--- src/sv/fbc_pkg.sv ---
`timescale 1ns / 1ps
// fbc_pkg: shared types, constants and round functions for the 64-bit Feistel cipher.
// No dependencies; used by every module of the cipher.
package fbc_pkg;

    localparam int unsigned ROUNDS = 8;
    localparam int unsigned QDEPTH = 2;
    localparam int unsigned QAW = (QDEPTH > 1) ? $clog2(QDEPTH) : 1;
    localparam int unsigned QCW = $clog2(QDEPTH + 1);

    localparam logic [63:0] KEY_RESET = 64'h96E2_43A6_7D7B_CFB1;
    localparam int unsigned F_ROTL = 9;
    localparam int unsigned K_ROTR = 11;

    typedef enum logic
    {
        CMD_ENCRYPT = 1'b0,
        CMD_DECRYPT = 1'b1
    } cmd_t;

    typedef struct packed
    {
        logic        decrypt;
        logic [31:0] left;
        logic [31:0] right;
    } item_t;

    function automatic logic [31:0] round_key(input logic [63:0] key, input int unsigned idx);
        logic [5:0]   sh;
        logic [127:0] dbl;
        sh  = 6'((idx << 3) & 63);
        dbl = {key, key} >> sh;
        return dbl[31:0];
    endfunction

    function automatic logic [31:0] round_fn(input logic [31:0] half, input logic [31:0] key);
        logic [31:0] mixed;
        logic [31:0] rot;
        mixed = ((key >> K_ROTR) | (key << (32 - K_ROTR))) | half;
        rot   = (half << F_ROTL) | (half >> (32 - F_ROTL));
        return rot ^ {31'd0, (mixed == 32'd0)};
    endfunction

endpackage

--- src/sv/fbc_front.sv ---
`timescale 1ns / 1ps
// fbc_front: input stage; takes a block and command, splits halves, decodes direction.
// Depends on fbc_pkg.
module fbc_front
(
    input  logic                clk,
    input  logic                rst_n,
    input  logic                in_valid,
    output logic                in_ready,
    input  logic                cmd,
    input  logic [63:0]         block_in,
    output logic                item_valid,
    input  logic                item_ready,
    output fbc_pkg::item_t      item
);
    import fbc_pkg::*;

    logic  vld_reg;
    logic  vld_next;
    item_t item_reg;

    assign in_ready   = !vld_reg || item_ready;
    assign item_valid = vld_reg;
    assign item       = item_reg;

    always_comb
    begin
        vld_next = vld_reg;
        if (in_valid && in_ready)
        begin
            vld_next = 1'b1;
        end
        else if (item_ready)
        begin
            vld_next = 1'b0;
        end
    end

    always_ff @(posedge clk or negedge rst_n)
    begin
        if (!rst_n)
        begin
            vld_reg <= 1'b0;
        end
        else
        begin
            vld_reg <= vld_next;
        end
    end

    always_ff @(posedge clk)
    begin
        if (in_valid && in_ready)
        begin
            item_reg.decrypt <= (cmd_t'(cmd) == CMD_DECRYPT);
            item_reg.left    <= block_in[63:32];
            item_reg.right   <= block_in[31:0];
        end
    end

    a_stall_holds: assert property (@(posedge clk) disable iff (!rst_n)
        !in_ready |-> vld_reg)
        else $error("front stalled with empty stage");

    a_take_fills: assert property (@(posedge clk) disable iff (!rst_n)
        in_valid && in_ready |=> vld_reg)
        else $error("transfer into front lost");

    a_hold_item: assert property (@(posedge clk) disable iff (!rst_n)
        vld_reg && !item_ready |=> vld_reg && $stable(item_reg))
        else $error("front item changed while stalled");

endmodule

--- src/sv/fbc_queue.sv ---
`timescale 1ns / 1ps
// fbc_queue: short FIFO between front and round pipeline.
// Depends on fbc_pkg (item_t, QDEPTH).
module fbc_queue
(
    input  logic                clk,
    input  logic                rst_n,
    input  logic                push_valid,
    output logic                push_ready,
    input  fbc_pkg::item_t      push_item,
    output logic                pop_valid,
    input  logic                pop_ready,
    output fbc_pkg::item_t      pop_item
);
    import fbc_pkg::*;

    item_t            mem_reg [QDEPTH];
    logic [QAW-1:0]   wr_ptr_reg;
    logic [QAW-1:0]   wr_ptr_next;
    logic [QAW-1:0]   rd_ptr_reg;
    logic [QAW-1:0]   rd_ptr_next;
    logic [QCW-1:0]   count_reg;
    logic [QCW-1:0]   count_next;
    logic             push;
    logic             pop;

    assign push_ready = (count_reg != QCW'(QDEPTH));
    assign pop_valid  = (count_reg != '0);
    assign pop_item   = mem_reg[rd_ptr_reg];
    assign push       = push_valid && push_ready;
    assign pop        = pop_valid && pop_ready;

    always_comb
    begin
        wr_ptr_next = wr_ptr_reg;
        rd_ptr_next = rd_ptr_reg;
        count_next  = count_reg;
        if (push)
        begin
            wr_ptr_next = (wr_ptr_reg == QAW'(QDEPTH - 1)) ? '0 : wr_ptr_reg + 1'b1;
        end
        if (pop)
        begin
            rd_ptr_next = (rd_ptr_reg == QAW'(QDEPTH - 1)) ? '0 : rd_ptr_reg + 1'b1;
        end
        if (push && !pop)
        begin
            count_next = count_reg + 1'b1;
        end
        else if (pop && !push)
        begin
            count_next = count_reg - 1'b1;
        end
    end

    always_ff @(posedge clk or negedge rst_n)
    begin
        if (!rst_n)
        begin
            wr_ptr_reg <= '0;
            rd_ptr_reg <= '0;
            count_reg  <= '0;
        end
        else
        begin
            wr_ptr_reg <= wr_ptr_next;
            rd_ptr_reg <= rd_ptr_next;
            count_reg  <= count_next;
        end
    end

    always_ff @(posedge clk)
    begin
        if (push)
        begin
            mem_reg[wr_ptr_reg] <= push_item;
        end
    end

    a_count_bound: assert property (@(posedge clk) disable iff (!rst_n)
        count_reg <= QCW'(QDEPTH))
        else $error("queue count overflow");

    a_ptr_track: assert property (@(posedge clk) disable iff (!rst_n)
        (count_reg == '0 || count_reg == QCW'(QDEPTH)) |-> wr_ptr_reg == rd_ptr_reg)
        else $error("queue pointers out of step");

    a_push_count: assert property (@(posedge clk) disable iff (!rst_n)
        push && !pop |=> count_reg == $past(count_reg) + 1'b1)
        else $error("queue push not counted");

endmodule

--- src/sv/fbc_back.sv ---
`timescale 1ns / 1ps
// fbc_back: round pipeline, one Feistel round per stage; last stage is the output register.
// Depends on fbc_pkg (item_t, round_key, round_fn, ROUNDS).
module fbc_back
(
    input  logic                clk,
    input  logic                rst_n,
    input  logic [63:0]         key,
    input  logic                item_valid,
    output logic                item_ready,
    input  fbc_pkg::item_t      item,
    output logic                out_valid,
    input  logic                out_ready,
    output logic [63:0]         block_out
);
    import fbc_pkg::*;

    logic [ROUNDS-1:0] v_reg;
    logic [ROUNDS-1:0] v_next;
    item_t             st_reg [ROUNDS];
    item_t             st_next [ROUNDS];
    logic              en;

    assign en         = !v_reg[ROUNDS-1] || out_ready;
    assign item_ready = en;
    assign out_valid  = v_reg[ROUNDS-1];
    assign block_out  = {st_reg[ROUNDS-1].left, st_reg[ROUNDS-1].right};

    for (genvar i = 0; i < ROUNDS; i++)
    begin : g_round
        item_t       src;
        logic [31:0] k;
        logic [31:0] mixed;

        if (i == 0)
        begin : g_head
            assign src       = item;
            assign v_next[i] = item_valid;
        end
        else
        begin : g_body
            assign src       = st_reg[i-1];
            assign v_next[i] = v_reg[i-1];
        end

        assign k     = src.decrypt ? round_key(key, ROUNDS - 1 - i) : round_key(key, i);
        assign mixed = src.right ^ round_fn(src.left, k);

        if (i < ROUNDS - 1)
        begin : g_swap
            assign st_next[i] = '{decrypt: src.decrypt, left: mixed, right: src.left};
        end
        else
        begin : g_last
            assign st_next[i] = '{decrypt: src.decrypt, left: src.left, right: mixed};
        end

        always_ff @(posedge clk)
        begin
            if (en)
            begin
                st_reg[i] <= st_next[i];
            end
        end
    end

    always_ff @(posedge clk or negedge rst_n)
    begin
        if (!rst_n)
        begin
            v_reg <= '0;
        end
        else if (en)
        begin
            v_reg <= v_next;
        end
    end

    a_advance: assert property (@(posedge clk) disable iff (!rst_n)
        en && item_valid |=> v_reg[0])
        else $error("accepted item missing from first round");

    a_freeze: assert property (@(posedge clk) disable iff (!rst_n)
        !en |=> $stable(v_reg))
        else $error("pipeline moved while stalled");

    a_out_hold: assert property (@(posedge clk) disable iff (!rst_n)
        out_valid && !out_ready |=> out_valid && $stable(block_out))
        else $error("result changed while stalled");

endmodule

--- src/sv/feistel_block_cipher_64.sv ---
`timescale 1ns / 1ps
// feistel_block_cipher_64: top level of the 8-round 64-bit Feistel cipher.
// Depends on fbc_pkg, fbc_front, fbc_queue, fbc_back.
//
//  channel   signals                           direction
//  input     in_valid/in_ready, cmd, block_in  in
//  output    out_valid/out_ready, block_out    out
//  config    cfg_valid/cfg_ready, cfg_data     in
//
// One block per cycle sustained without output stalls; blocks pass the front
// stage, queue and one pipeline stage per round. The key register resets to
// KEY_RESET and config is always ready. A stall at the output freezes the
// round pipeline; the queue then fills and the front stalls after it.
module feistel_block_cipher_64
(
    input  logic        clk,
    input  logic        rst_n,
    input  logic        in_valid,
    output logic        in_ready,
    input  logic        cmd,
    input  logic [63:0] block_in,
    output logic        out_valid,
    input  logic        out_ready,
    output logic [63:0] block_out,
    input  logic        cfg_valid,
    output logic        cfg_ready,
    input  logic [63:0] cfg_data
);
    import fbc_pkg::*;

    logic [63:0] key_reg;
    logic        f_valid;
    logic        f_ready;
    item_t       f_item;
    logic        q_valid;
    logic        q_ready;
    item_t       q_item;

    assign cfg_ready = 1'b1;

    always_ff @(posedge clk or negedge rst_n)
    begin
        if (!rst_n)
        begin
            key_reg <= KEY_RESET;
        end
        else if (cfg_valid && cfg_ready)
        begin
            key_reg <= cfg_data;
        end
    end

    fbc_front u_front
    (
        .clk        (clk),
        .rst_n      (rst_n),
        .in_valid   (in_valid),
        .in_ready   (in_ready),
        .cmd        (cmd),
        .block_in   (block_in),
        .item_valid (f_valid),
        .item_ready (f_ready),
        .item       (f_item)
    );

    fbc_queue u_queue
    (
        .clk        (clk),
        .rst_n      (rst_n),
        .push_valid (f_valid),
        .push_ready (f_ready),
        .push_item  (f_item),
        .pop_valid  (q_valid),
        .pop_ready  (q_ready),
        .pop_item   (q_item)
    );

    fbc_back u_back
    (
        .clk        (clk),
        .rst_n      (rst_n),
        .key        (key_reg),
        .item_valid (q_valid),
        .item_ready (q_ready),
        .item       (q_item),
        .out_valid  (out_valid),
        .out_ready  (out_ready),
        .block_out  (block_out)
    );

endmodule
--- config.mk ---
export PLATFORM = sky130hd
export DESIGN_NAME = feistel_block_cipher_64
export DESIGN_NICKNAME = d
export VERILOG_FILES = /design/src/sv/fbc_pkg.sv /design/src/sv/fbc_front.sv /design/src/sv/fbc_queue.sv /design/src/sv/fbc_back.sv /design/src/sv/feistel_block_cipher_64.sv
export SDC_FILE = /design/constraint.sdc
export NUM_CORES = 1
export LEC_CHECK = 0
export BUFFER_PORTS_ARGS = -buffer_cell sky130_fd_sc_hd__buf_2
export CAP_MARGIN = 25
export CORE_UTILIZATION = 42
export DETAILED_ROUTE_END_ITERATION = 8
export PLACE_DENSITY = 0.63
export SETUP_SLACK_MARGIN = 0.4
export SYNTH_ARGS = -nofsm -noshare
export SYNTH_HDL_FRONTEND = slang
export SYNTH_SLANG_ARGS = --single-unit
--- constraint.sdc ---
create_clock -name clk -period 24.8 [get_ports clk]
set_input_delay 4.96 -clock clk [delete_from_list [all_inputs] [get_ports clk]]
set_output_delay 4.96 -clock clk [all_outputs]
set_load 0.01 [all_outputs]
Word-level counts from Yosys, hierarchy flattened
Memory sizes are Yosys's and may differ from the RTL's.
Index checks and enable logic that the tools add are counted.
- flip-flop bits (word level): 142
- bits in latches: 0
- RAM bits: 650
- bits in read-only memories: 0
- output and inout port bits: 67
- word-level logic and storage cells: 96
- memories kept: 2
- add/subtract/negate cells: 4
- multiply operators: 0
- div/mod/pow operators: 0
- magnitude comparators: 0
- equality and inequality tests: 1
- shift operators: 0
- muxes and demuxes: 18
- bitwise operators: 40
- reduce and logical (&&, ||, !) cells: 22
- memory list (memory ; words ; width ; read ports ; clocked after Yosys merged registers in ; write ports ; RTL line ; source):
    u_back.st_reg ; 8 ; 65 ; 8 ; 0 ; 8 ; fbc_back.sv:20 ; item_t st_reg [ROUNDS];
    u_queue.mem_reg ; 2 ; 65 ; 1 ; 0 ; 1 ; fbc_queue.sv:17 ; item_t mem_reg [QDEPTH];
- operators by type and width (kind ; count):
    32-bit zero test ; 8
    32-bit 2-to-1 mux ; 8
    21-bit by 32-bit bitwise OR with 32-bit output ; 8
    32-bit bitwise OR ; 8
    32-bit by 9-bit bitwise OR with 32-bit output ; 8
    32-bit by 1-bit bitwise XOR with 32-bit output ; 8
    32-bit bitwise XOR ; 8
    1-bit 2-to-1 mux ; 8
    2-bit nonzero test ; 3
    1-bit logical AND ; 5
    1-bit zero test ; 4
    2-bit 2-to-1 mux ; 2
    1-bit adder (second input constant) ; 2
    2-bit by 1-bit adder with 2-bit output (second input constant) ; 1
    1-bit logical OR ; 2
    2-bit != test (second input constant) ; 1
    2-bit by 1-bit subtractor with 2-bit output (second input constant) ; 1

Longest topological paths before layout
Gate-level depths: netlist of run 1.
An unclocked memory read counts as a cell.
- word-level depth: 7
- gate-level depth with buffers: 7

Cells and area by module
A second synthesis of run 1 with hierarchy kept.
- cells, all modules: 1364
- area total of the unflattened synthesis: 28891.5 um2
- by module, submodules not included (module ; instances ; cells an instance ; area an instance (um2) ; sequential area each (um2)):
    fbc_back ; 1 ; 938 ; 19103.3 ; 15785.1
    fbc_queue ; 1 ; 220 ; 5046.1 ; 4003.8
    feistel_block_cipher_64 ; 1 ; 137 ; 2736.4 ; 1647.8
    fbc_front ; 1 ; 69 ; 2005.7 ; 1976.9

Worst setup path before layout of run 1
OpenSTA, ideal clock, no wires.
- path type: input to register
- start point: input port out_ready
- end point: register u_queue.count_reg[1]
- arrival: 23.832 ns
- required time: 24.721 ns
- slack: 0.889 ns
- stages on the path: 7
- path buffers: 1
- path through: nand2b_1 -> clkbuf_1 -> o21ai_0 -> ha_1 -> xor2_1 -> nor2_1 -> xor2_1
- word-level cells in the longest chain between the ends: 5
- elaborated cells between the ends (all ways): 7
- classes of those cells: 1 x mux; 6 x reduce/logical
- RTL lines (what ; RTL line ; source):
    start: declaration ; feistel_block_cipher_64.sv:23 ; input logic out_ready,
    1-bit logical OR * ; fbc_back.sv:24 ; assign en = !v_reg[ROUNDS-1] || out_ready;
    1-bit logical AND * ; fbc_queue.sv:31 ; assign pop = pop_valid && pop_ready;
    1-bit zero test ; fbc_queue.sv:46 ; if (push && !pop)
    1-bit logical AND ; fbc_queue.sv:46 ;
    2-bit 2-to-1 mux / 2-bit nonzero test (equally long branches) ; n/a ;
    end signal: assignment ; fbc_queue.sv:68 ; count_reg <= count_next;
    end: declaration ; fbc_queue.sv:22 ; logic [QCW-1:0] count_reg;
Mark *: on every way between the ends. The rest lies on a longest branch, timed or not.
A chain may end at the register's enable or synchronous reset.

==> out/results.txt, run 1 <==
Outcome: complete, no violations
Commonest cells post-synth: edfxtp_1, xor2_1, mux2_2
Syn Inst Count: 1392
Worst setup startpoint: out_ready
Setup Skew: 0.0284 ns
Main synth FF type: edfxtp_1
Die ar.: 68600 um2
Peak supply drop: 72.7 uV
WP data required: 25.03 ns
Core area: 66300 um2
Synth warn: 0
Global route total overflow: 0
Yosys top cell by area: edfxtp_1
PostCTS Resize Cnt: 0
Share of layout cells above drive strength 1: 27.4%
Largest net degree at the start of global routing: 95
Area Overhead vs Synth: 17.3%
Drt initial violations: 712
Pre-Repair DR Iteration Count: 4
Post-synth top area share: 75.5%
# clock sinks: 791
Hold WC Path Type: reg -> reg
Synth area leaders: edfxtp_1, xor2_1, mux2_2
Seq/Total Area, Yosys: 82.5%
Vias in the first global route: 12.9k
Clock latency on the worst-skew pair: 0.62 ns
Fin crit share: 32.0%
Post-route ant nets: 0
H-tree lvl count: 3
Total CTS buffers: 81
CTS Hold Buffers Added: 0
Setup bufs post-CTS: 0
Buffers on Ports: 199
Min-delay src: u_front.item[26]
Avg Synthesized Cell Area: 20.4 um2
Slew Limit Fails: 0
Endpoints failing hold: 0
Initial core utilization: 42.8%
Tmin final: 7.95 ns
Root buf cell: clkbuf_16
# setup viols final: 0
Critical path class: in -> reg
CTS tree: yes
Max-cap violation count: 0
Syn Nets: 1527
EDFF count, synth: 714
Startpoint Class: primary input
Total number of vias: 12.2k
Mapped cell area: 28400 um2
Flops & latches, synth: 791
Placer congestion estimate: 0.757
Most frequent cell after synthesis: edfxtp_1
Io pins: 201
Total negative slack: 0 ns
Setup crit end kind: flop
Hpwl dp: 33.8 mm
Site Rows: 94
First-pass GRT wire length: 74.8 mm
Unrepaired setup endpoints after global routing: false
Final wirelength: 48.5 mm
N_diodes: 0
Max reg flops: 519
Post-layout nets: 1807
Rel. slew slack: 39.9%
Clk buf depth: 3
Post-synth cell types: 31
CP Data Arrival Time: 8.18 ns
Leakage Power: 0.0119 uW
Via-per-instance ratio: 4.69
Crit Path Max Fanout: 74
Wire per inst: 18.6 um
Die Span Y: 262 um
Fmax: 126 MHz
Initial antenna violation count: 0
RR Startpoint: u_back.v_reg[7]
Clk slew on worst S/H paths: 0.06 ns
Synth async-reset ratio: 9.73%
Hold_ws: 0.434 ns
DRC violations left: 0
Die X: 262 um
Pwr Density: 136 nW/um2
Global-route usage over all layers: 14.5%
Worst R2R Setup Slack: 20.90 ns
Worst slew pin tran: 0.902 ns
-- cell type report --
cell class | count | area (um2)
flip-flops and latches | 791 | 23400
clock buffers | 101 | 2190
clock inverters | 46 | 546
well taps | 864 | 1080
fillers | 5400 | 33000
multi-input cells | 575 | 4870
inverters | 9 | 33.8
repair buffers | 214 | 1170
-- cells by family (layout without fill, tap and decap cells) --
group,Yosys count,in the layout,synth area share [%]
AOI/OAI and AO/OA,11,11,0.251
buffers and inverters,26,370,0.410
xor gates and xnor gates,269,269,8.30
muxes,138,138,5.30
adders and majority gates,1,1,0.0441
and+or+nand+nor,155,155,3.18
other,1,1,0.0132
DFF,791,791,82.5
-- path summary, 6_finish.rpt --
kind / endpoint / cells after the start
setup / recovery: u_back.st_reg[1][115] / 6
hold / removal: u_queue.mem_reg[1][26] / 0
setup reg to reg: u_back.st_reg[1][115] / 5
hold reg to reg: u_queue.mem_reg[1][26] / 0
max in group asynchronous: key_reg[55] / 2
min in group asynchronous: key_reg[27] / 1
-- power by group --
group | internal [uW] | leakage (uW) | switching [uW]
Clock | 751 | 0.00133 | 482
Sequential | 2260 | 0.00787 | 373
Combinational | 304 | 0.00273 | 370
Total | 3310 | 0.0119 | 1230
-- layout by cell type (no fill, tap or decap), types with 9 or more instances in the layout --
cell type,count
mux2_2,98
clkinv_1,11
mux2i_1,40
nor3_1,11
bufinv_16,12
nand3_1,10
xnor2_1,39
nand2_1,13
edfxtp_1,714
buf_2,198
clkbuf_16,85
buf_4,13
nor4_1,85
clkbuf_1,16
nand4_1,18
xor2_1,230
inv_1,9
dfstp_2,37
dfrtp_1,39
clkinv_2,13
-- per-layer routing --
metal | track usage [%] | wire (um)
met3 | 2.91 | 1690
met2 | 25.6 | 25100
met1 | 17.6 | 20500
met5 | 0 | 0
met4 | 4.93 | 1140
-- worst max-delay path, stage by stage --
cell and delay, ns:
buf_2 0.07, nand2b_4 0.67, buf_4 0.82, buf_4 0.47
buf_16 0.32, buf_4 0.71
-- metrics by stage --
step	cells	total power (uW)	cell area, um2	util (%)	worst slack [ns]
2_1_floorplan	1392	3120	28400	-	0.889
3_3_place_gp	2450	3330	30500	46.0	15.80
3_5_place_dp	2450	3360	30500	46.0	15.69
4_1_cts	2597	4600	33200	50.1	16.35
5_1_grt	2600	4760	33300	50.2	16.55
6_report	2600	4540	33300	50.2	16.85
Note: power is estimated with default switching activity, not from simulation.
==> run 2, diff against run 1 <==
ABC_AREA = 1   (was not set)
PLACE_DENSITY = 0.65   (was 0.63)
clock period = 6.8 ns   (was 24.8 ns; I/O delays follow)
==> run 2 against run 1 <==
Effect of this change: first-iteration DRC count increased by 38%; final cell count rose by 19%; die area increased by 3.8%; area after synthesis grew 3.8%; critical path depth down 3; via count increased by 13%; non-clock buffer count down 4; register-to-register slack lost 17 ns; sequential share of layout area down 1.9 points.
==> out/results.txt, run 2 <==
Total number of vias: 13.8k (was 12.2k)
Largest net degree at the start of global routing: 192 (was 95)
Wire per inst: 16.1 um (was 18.6 um)
PostCTS Resize Cnt: 0 (unchanged)
Area after DPL: 31600 um2 (was 30500 um2)
Critical path class: reg -> out (was in -> reg)
Post-synth cell types: 31 (unchanged)
Avg Synthesized Cell Area: 16.0 um2 (was 20.4 um2)
Hold_ws: 0.446 ns (was 0.434 ns)
Hold WC Path Type: reg -> reg (unchanged)
Outcome: complete, no violations (unchanged)
Tmin final: 2.79 ns
Worst slew pin tran: 0.996 ns (was 0.902 ns)
Initial antenna violation count: 0 (unchanged)
Worst r2r dst: u_back.st_reg[0][32] (was u_back.st_reg[1][115])
Synth area leaders: edfxtp_1, xor2_1, dfrtp_1 (was edfxtp_1, xor2_1, mux2_2)
Synth warn: 0 (unchanged)
EDFF count, synth: 714 (unchanged)
Endpoints failing hold: 0 (unchanged)
Global route total overflow: 0 (unchanged)
Worst setup startpoint: u_queue.count_reg[0] (was out_ready)
Initial core utilization: 42.7% (was 42.8%)
First-pass GRT wire length: 77.4 mm (was 74.8 mm)
Die Span Y: 267 um (was 262 um)
Via-per-instance ratio: 4.44 (was 4.69)
Root buf cell: clkbuf_16 (unchanged)
Post-layout nets: 2246 (was 1807)
Pwr Density: 500 nW/um2 (was 136 nW/um2)
Yosys top cell by area: edfxtp_1 (unchanged)
WP buf/inv: 2 (was 5)
Leakage Power: 0.0133 uW (was 0.0119 uW)
Crit-path leading delay family: flip-flops (was buffers and inverters)
Site Rows: 96 (was 94)
Post-route ant nets: 0 (unchanged)
Mapped cell area: 29500 um2 (was 28400 um2)
Routed wl met2: 25.5 mm (was 25.1 mm)
CP Data Arrival Time: 1.43 ns (was 8.18 ns)
Hpwl dp: 35.2 mm (was 33.8 mm)
# clock sinks: 791 (unchanged)
RR Startpoint: u_queue.rd_ptr_reg (was u_back.v_reg[7])
Design area: 34200 um2 (was 33300 um2)
Final wirelength: 50.1 mm (was 48.5 mm)
Startpoint Class: flop (was primary input)
N_diodes: 0 (unchanged)
Clock latency on the worst-skew pair: 0.62 ns (about the same)
Max reg flops: 519 (unchanged)
Rel. slew slack: 33.6% (was 39.9%)
End of the critical path: in_ready (was u_back.st_reg[1][115])
Clk buf depth: 3 (unchanged)
Clk slew on worst S/H paths: 0.06 ns (about the same)
Setup bufs post-CTS: 0 (unchanged)
Reg2reg path depth: 13 (was 5)
Core area: 68900 um2 (was 66300 um2)
WL met1: 21.4 mm (was 20.5 mm)
Commonest cells post-synth: edfxtp_1, xor2_1, nand2_1 (was edfxtp_1, xor2_1, mux2_2)
Fillers: 5803 (was 5400)
Peak supply drop: 227 uV (was 72.7 uV)
Syn Nets: 1979 (was 1527)
Crit Path Max Fanout: 4 (was 74)
Seq/Total Area, Yosys: 79.5% (was 82.5%)
Drt initial violations: 979 (was 712)
Syn Inst Count: 1844 (was 1392)
Post-synth top area share: 72.8% (was 75.5%)
Total CTS buffers: 80 (was 81)
Critical-path top delay cell: dfrtp_1 (was buf_4)
H-tree lvl count: 3 (unchanged)
Routed wl met3: 1.94 mm (was 1.69 mm)
CTS Hold Buffers Added: 0 (unchanged)
Flip-flop and latch area: 23400 um2 (about the same)
Buffers on Ports: 199 (unchanged)
Slew Limit Fails: 0 (unchanged)
Flops & latches, synth: 791 (unchanged)
Fmax: 358 MHz
Share of layout cells above drive strength 1: 19.7% (was 27.4%)
Max-cap violation count: 0 (unchanged)
Total negative slack: 0 ns (unchanged)
WP depth: 3 (was 6)
Area Overhead vs Synth: 16.3% (was 17.3%)
Vias in the first global route: 14.0k (was 12.9k)
Main synth FF type: edfxtp_1 (unchanged)
Worst R2R Setup Slack: 4.02 ns (was 20.90 ns)
Io pins: 201 (unchanged)
Pre-Repair DR Iteration Count: 5 (was 4)
Most frequent cell after synthesis: edfxtp_1 (unchanged)
Commonest non-fill, non-tap cell in the layout: edfxtp_1 (unchanged)
Crit path cell chain: inv_1 > nand3_1 > buf_2 (was buf_2 > nand2b_4 > buf_4 > buf_4 > buf_16 > buf_4)
Setup crit end kind: output pin (was flop)
DR top layer: met4 (unchanged)
DRC violations left: 0 (unchanged)
Die X: 267 um (was 262 um)
Fin crit share: 41.1%
CTS tree: yes (unchanged)
Worst stage delay on the critical path: 0.41 ns (was 0.82 ns)
Setup Skew: 0.0236 ns (was 0.0284 ns)
Unrepaired setup endpoints after global routing: false (unchanged)
Multi-input logic area: 5290 um2 (was 4870 um2)
Die ar.: 71200 um2 (was 68600 um2)
# setup viols final: 0 (unchanged)
WP data required: 5.44 ns (was 25.03 ns)
Placer congestion estimate: 0.797 (was 0.757)
Global-route usage over all layers: 14.2% (was 14.5%)
Final core utilization: 49.7% (was 50.2%)
Hold depth: 0 (unchanged)
Synth async-reset ratio: 9.73% (unchanged)
Commonest cells after routing, fill and taps aside: edfxtp_1, xor2_1, nand2_1 (was edfxtp_1, xor2_1, buf_2)
run 2: cell types whose count changed in the layout (fill, tap and decap cells not counted), sizes merged, moves of 10 or more:
cell,before,now
nand4,18,28
mux2,98,26
nor4,85,2
xnor2,39,4
inv,12,160
xor2,230,255
nand3,10,30
nor2,7,177
nand2,13,240
o21ai,8,56
run 2: worst min-delay path by stage:
stage	from	endpoint	slack (ns)
3_5_place_dp	u_front.item[5]	u_queue.mem_reg[1][5]	0.43
6_report	u_front.item[5]	u_queue.mem_reg[1][5]	0.45
3_3_place_gp	u_front.item[27]	u_queue.mem_reg[0][27]	0.43
2_1_floorplan	u_back.v_reg[6]	u_back.v_reg[7]	0.42
4_1_cts	u_front.item[5]	u_queue.mem_reg[0][5]	0.45
5_1_grt	u_front.item[27]	u_queue.mem_reg[1][27]	0.46
run 2: layout make-up:
cell class / count / area share (%)
Inverter: 156 / 1.73
Tap cell: 931 / 3.40
Clock inverter: 47 / 1.66
Multi-Input combinational cell: 872 / 15.4
Clock buffer: 97 / 6.12
Sequential cell: 791 / 68.4
Timing Repair Buffer: 210 / 3.29
run 2: worst reg2reg max path, delay by kind of cell (launching register included):
kind,cells,cell delay [ns]
AND/OR/NAND/NOR,8,0.69
buffers and inverters,4,1.26
flip-flops,1,0.41
AO/OA/AOI/OAI,1,0.16
run 2: power by group:
part	internal, uW	total, uW	switching (uW)
Clock	2660	4410	1750
Combinational	1150	2990	1840
Sequential	8430	9740	1310
Total	12200	17100	4900
run 2: logic make-up (layout without fill, tap and decap cells):
| family | count (synthesis) | in the layout | synth area share (%) |
|---|---|---|---|
| compound gates | 62 | 62 | 1.08 |
| xor+xnor | 259 | 259 | 7.70 |
| fa+ha+maj | 1 | 1 | 0.0425 |
| buf+inv | 181 | 510 | 2.65 |
| flops | 791 | 791 | 79.5 |
| mux | 58 | 58 | 2.08 |
| other cells | 1 | 1 | 0.0127 |
| simple gates | 491 | 491 | 6.94 |
run 2: routing by layer:
| metal | vias to the layer above | GRT usage, % |
|---|---|---|
| li1 | 6943 | - |
| met1 | 6494 | 17.3 |
| met2 | 250 | 25.0 |
| met3 | 85 | 2.68 |
| met4 | 0 | 5.55 |
| met5 | - | 0 |
run 2: through the flow:
stage / setup WS [ns] / total power, uW / std cells
final: 4.01 / 17100 / 3104
after CTS: 3.94 / 17400 / 3103
after floorplan: 1.01 / 11700 / 1844
after global placement: 3.43 / 12800 / 2959
after global routing: 3.78 / 18100 / 3104
after detailed placement: 3.45 / 12900 / 2959
==> run 3, diff against run 2 <==
ABC_AREA = 0   (was 1)
clock period = 2.2 ns   (was 6.8 ns; I/O delays follow)
==> run 3 against run 2 <==
Effect of this change: total power grew to 3.0 times the previous value; routed wire length up 1.7%; clock skew is 0.00084 ns lower.
==> out/results.txt, run 3 (synthesis results as in run 1) <==
Slew Limit Fails: 0 (unchanged)
Startpoint Class: flop (unchanged)
Hpwl dp: 35.1 mm (was 35.2 mm)
Met2 Use GR: 27.2% (was 25.0%)
Clk buf depth: 3 (unchanged)
N_diodes: 0 (unchanged)
Flip-flop and latch area: 23400 um2 (about the same)
Non-filler cells, final: 2750 (was 3104)
Via-per-instance ratio: 4.71 (was 4.44)
Final core utilization: 53.0% (was 49.7%)
Rel. slew slack: 47.9% (was 33.6%)
Outcome: complete, no violations (unchanged)
Placer congestion estimate: 0.790 (was 0.797)
Global route total overflow: 0 (unchanged)
GRT Max-Usage Layer: met2 (unchanged)
Total CTS buffers: 81 (was 80)
WP data required: 2.54 ns (was 5.44 ns)
Buffers on Ports: 199 (unchanged)
Pwr Density: 1470 nW/um2 (was 500 nW/um2)
Clk slew on worst S/H paths: 0.06 ns (about the same)
# setup viols final: 0 (unchanged)
Fin crit share: 89.0%
Max-cap violation count: 0 (unchanged)
Hold WC Path Type: in -> reg (was reg -> reg)
Met3 Resource Use GR: 3.00% (was 2.68%)
Met1 usage: 17.9% (was 17.3%)
WP buf/inv: 1 (was 2)
Largest net degree at the start of global routing: 78 (was 192)
Wire per inst: 18.5 um (was 16.1 um)
Leakage Power: 0.0127 uW (was 0.0133 uW)
Share of layout cells above drive strength 1: 33.7% (was 19.7%)
Initial core utilization: 42.8% (was 42.7%)
CP Data Arrival Time: 2.30 ns (was 1.43 ns)
Unrepaired setup endpoints after global routing: true (was false)
Fmax: 511 MHz
First-pass GRT wire length: 77.8 mm (was 77.4 mm)
Area Overhead vs Synth: 23.9% (was 16.3%)
Site Rows: 94 (was 96)
Worst setup margin: 0.241 ns (was 4.01 ns)
Endpoints failing hold: 0 (unchanged)
Critical path class: reg -> reg (was reg -> out)
Total number of vias: 12.9k (was 13.8k)
Crit path top cell by count: nor4_2
Crit Path Max Fanout: 2 (was 4)
Pre-CTS setup slack: -0.105 ns (was 3.45 ns)
Crit path cell chain: nor4_2 > buf_4 > nand4_1 > nor4_2 > nand2_1 > xnor2_1 (was inv_1 > nand3_1 > buf_2)
H-tree lvl count: 3 (unchanged)
Fillers: 5218 (was 5803)
Die Span Y: 262 um (was 267 um)
DRC violations left: 0 (unchanged)
Core area: 66300 um2 (was 68900 um2)
DP Cell Count: 2504 (was 2959)
Final wirelength: 50.9 mm (was 50.1 mm)
Multi-input logic area: 5520 um2 (was 5290 um2)
Die X: 262 um (was 267 um)
Io pins: 201 (unchanged)
Crit-path leading delay family: simple AND/OR/NAND/NOR gates (was flip-flops)
Die ar.: 68600 um2 (was 71200 um2)
Vias in the first global route: 13.7k (was 14.0k)
Post-route ant nets: 0 (unchanged)
Setup Skew: 0.0228 ns (was 0.0236 ns)
CTS tree: yes (unchanged)
Critical-path top delay cell: edfxtp_1 (was dfrtp_1)
# clock sinks: 791 (unchanged)
Global-route usage over all layers: 15.0% (was 14.2%)
Peak supply drop: 779 uV (was 227 uV)
Tmin final: 1.96 ns
Drt initial violations: 714 (was 979)
Total negative slack: 0 ns (unchanged)
Initial antenna violation count: 0 (unchanged)
Worst slew pin tran: 0.782 ns (was 0.996 ns)
Root buf cell: clkbuf_16 (unchanged)
Commonest non-fill, non-tap cell in the layout: edfxtp_1 (unchanged)
Worst stage delay on the critical path: 0.52 ns (was 0.41 ns)
Post-layout nets: 1957 (was 2246)
Setup crit end kind: flop (was output pin)
Clock latency on the worst-skew pair: 0.61 ns (was 0.62 ns)
Max reg flops: 519 (unchanged)
Commonest cells after routing, fill and taps aside: edfxtp_1, xor2_1, buf_2 (was edfxtp_1, xor2_1, nand2_1)
Pre-Repair DR Iteration Count: 5 (unchanged)
==> run 3: cell count changes in the layout (fill, tap and decap cells not counted), moves of 53 or more <==
cell,delta
nand2_1,-210
dlygate4sd3_1,+66
o21ai_0,-53
inv_1,-144
mux2_2,+72
buf_4,+76
nor2_1,-174
==> run 3: cell type report <==
class | count | share of cell area, %
Sequential cell | 791 | 66.6
Multi-Input combinational cell | 575 | 15.7
Timing Repair Buffer | 364 | 7.29
Clock buffer | 108 | 6.39
Tap cell | 864 | 3.07
Clock inverter | 39 | 0.847
Inverter | 9 | 0.0961
==> run 3: through the flow <==
stage / area, um2 / hold slack, ns / total power [uW]
after floorplan: 28400 / 0.144 / 33900
after global placement: 31000 / 0.429 / 38000
after detailed placement: 31000 / 0.430 / 38400
after CTS: 34600 / 0.000569 / 51900
after global routing: 35200 / 0.00398 / 54300
final: 35200 / 0.0442 / 51800
==> run 3: worst register-to-register path, stage by stage, from the launching register on <==
cell      delay [ns]
edfxtp_1        0.52
nor4_2          0.20
buf_4           0.17
nand4_1         0.23
nor4_2          0.33
nand2_1         0.11
xnor2_1         0.14
==> run 3: path summary, 6_finish.rpt <==
path | from | end | slack [ns] | cells past startpoint
setup / recovery | u_back.st_reg[1][162] | u_back.st_reg[1][195] | 0.24 | 6
hold / removal | in_valid | u_front.item_valid | 0.04 | 2
setup reg to reg | u_back.st_reg[1][162] | u_back.st_reg[1][195] | 0.24 | 6
hold reg to reg | u_front.item[47] | u_queue.mem_reg[1][47] | 0.44 | 0
max in group asynchronous | rst_n | key_reg[49] | 1.43 | 3
min in group asynchronous | rst_n | u_back.v_reg[7] | 0.39 | 3
==> run 3: per-layer routing <==
layer	part of all wire [%]	vias to the layer above
li1	-	6232
met1	41	6358
met2	53	272
met3	3.8	86
met4	2.3	0
met5	0	-
==> run 3: where the power goes <==
group | leakage [uW] | internal, uW | switching (uW)
clock | 0.00126 | 7650 | 5320
sequential | 0.00787 | 25400 | 4370
combinational | 0.00357 | 4310 | 4720
==> run 3: repair_timing <==
item / CTS / global route
hold buffers: 63 / 3
setup endpoints to repair: 45 / 17
pin swaps: 18 / 24
gates resized for setup: 62 / 53
buffers inserted: 10 / 23
hold endpoints to repair: 102 / 3
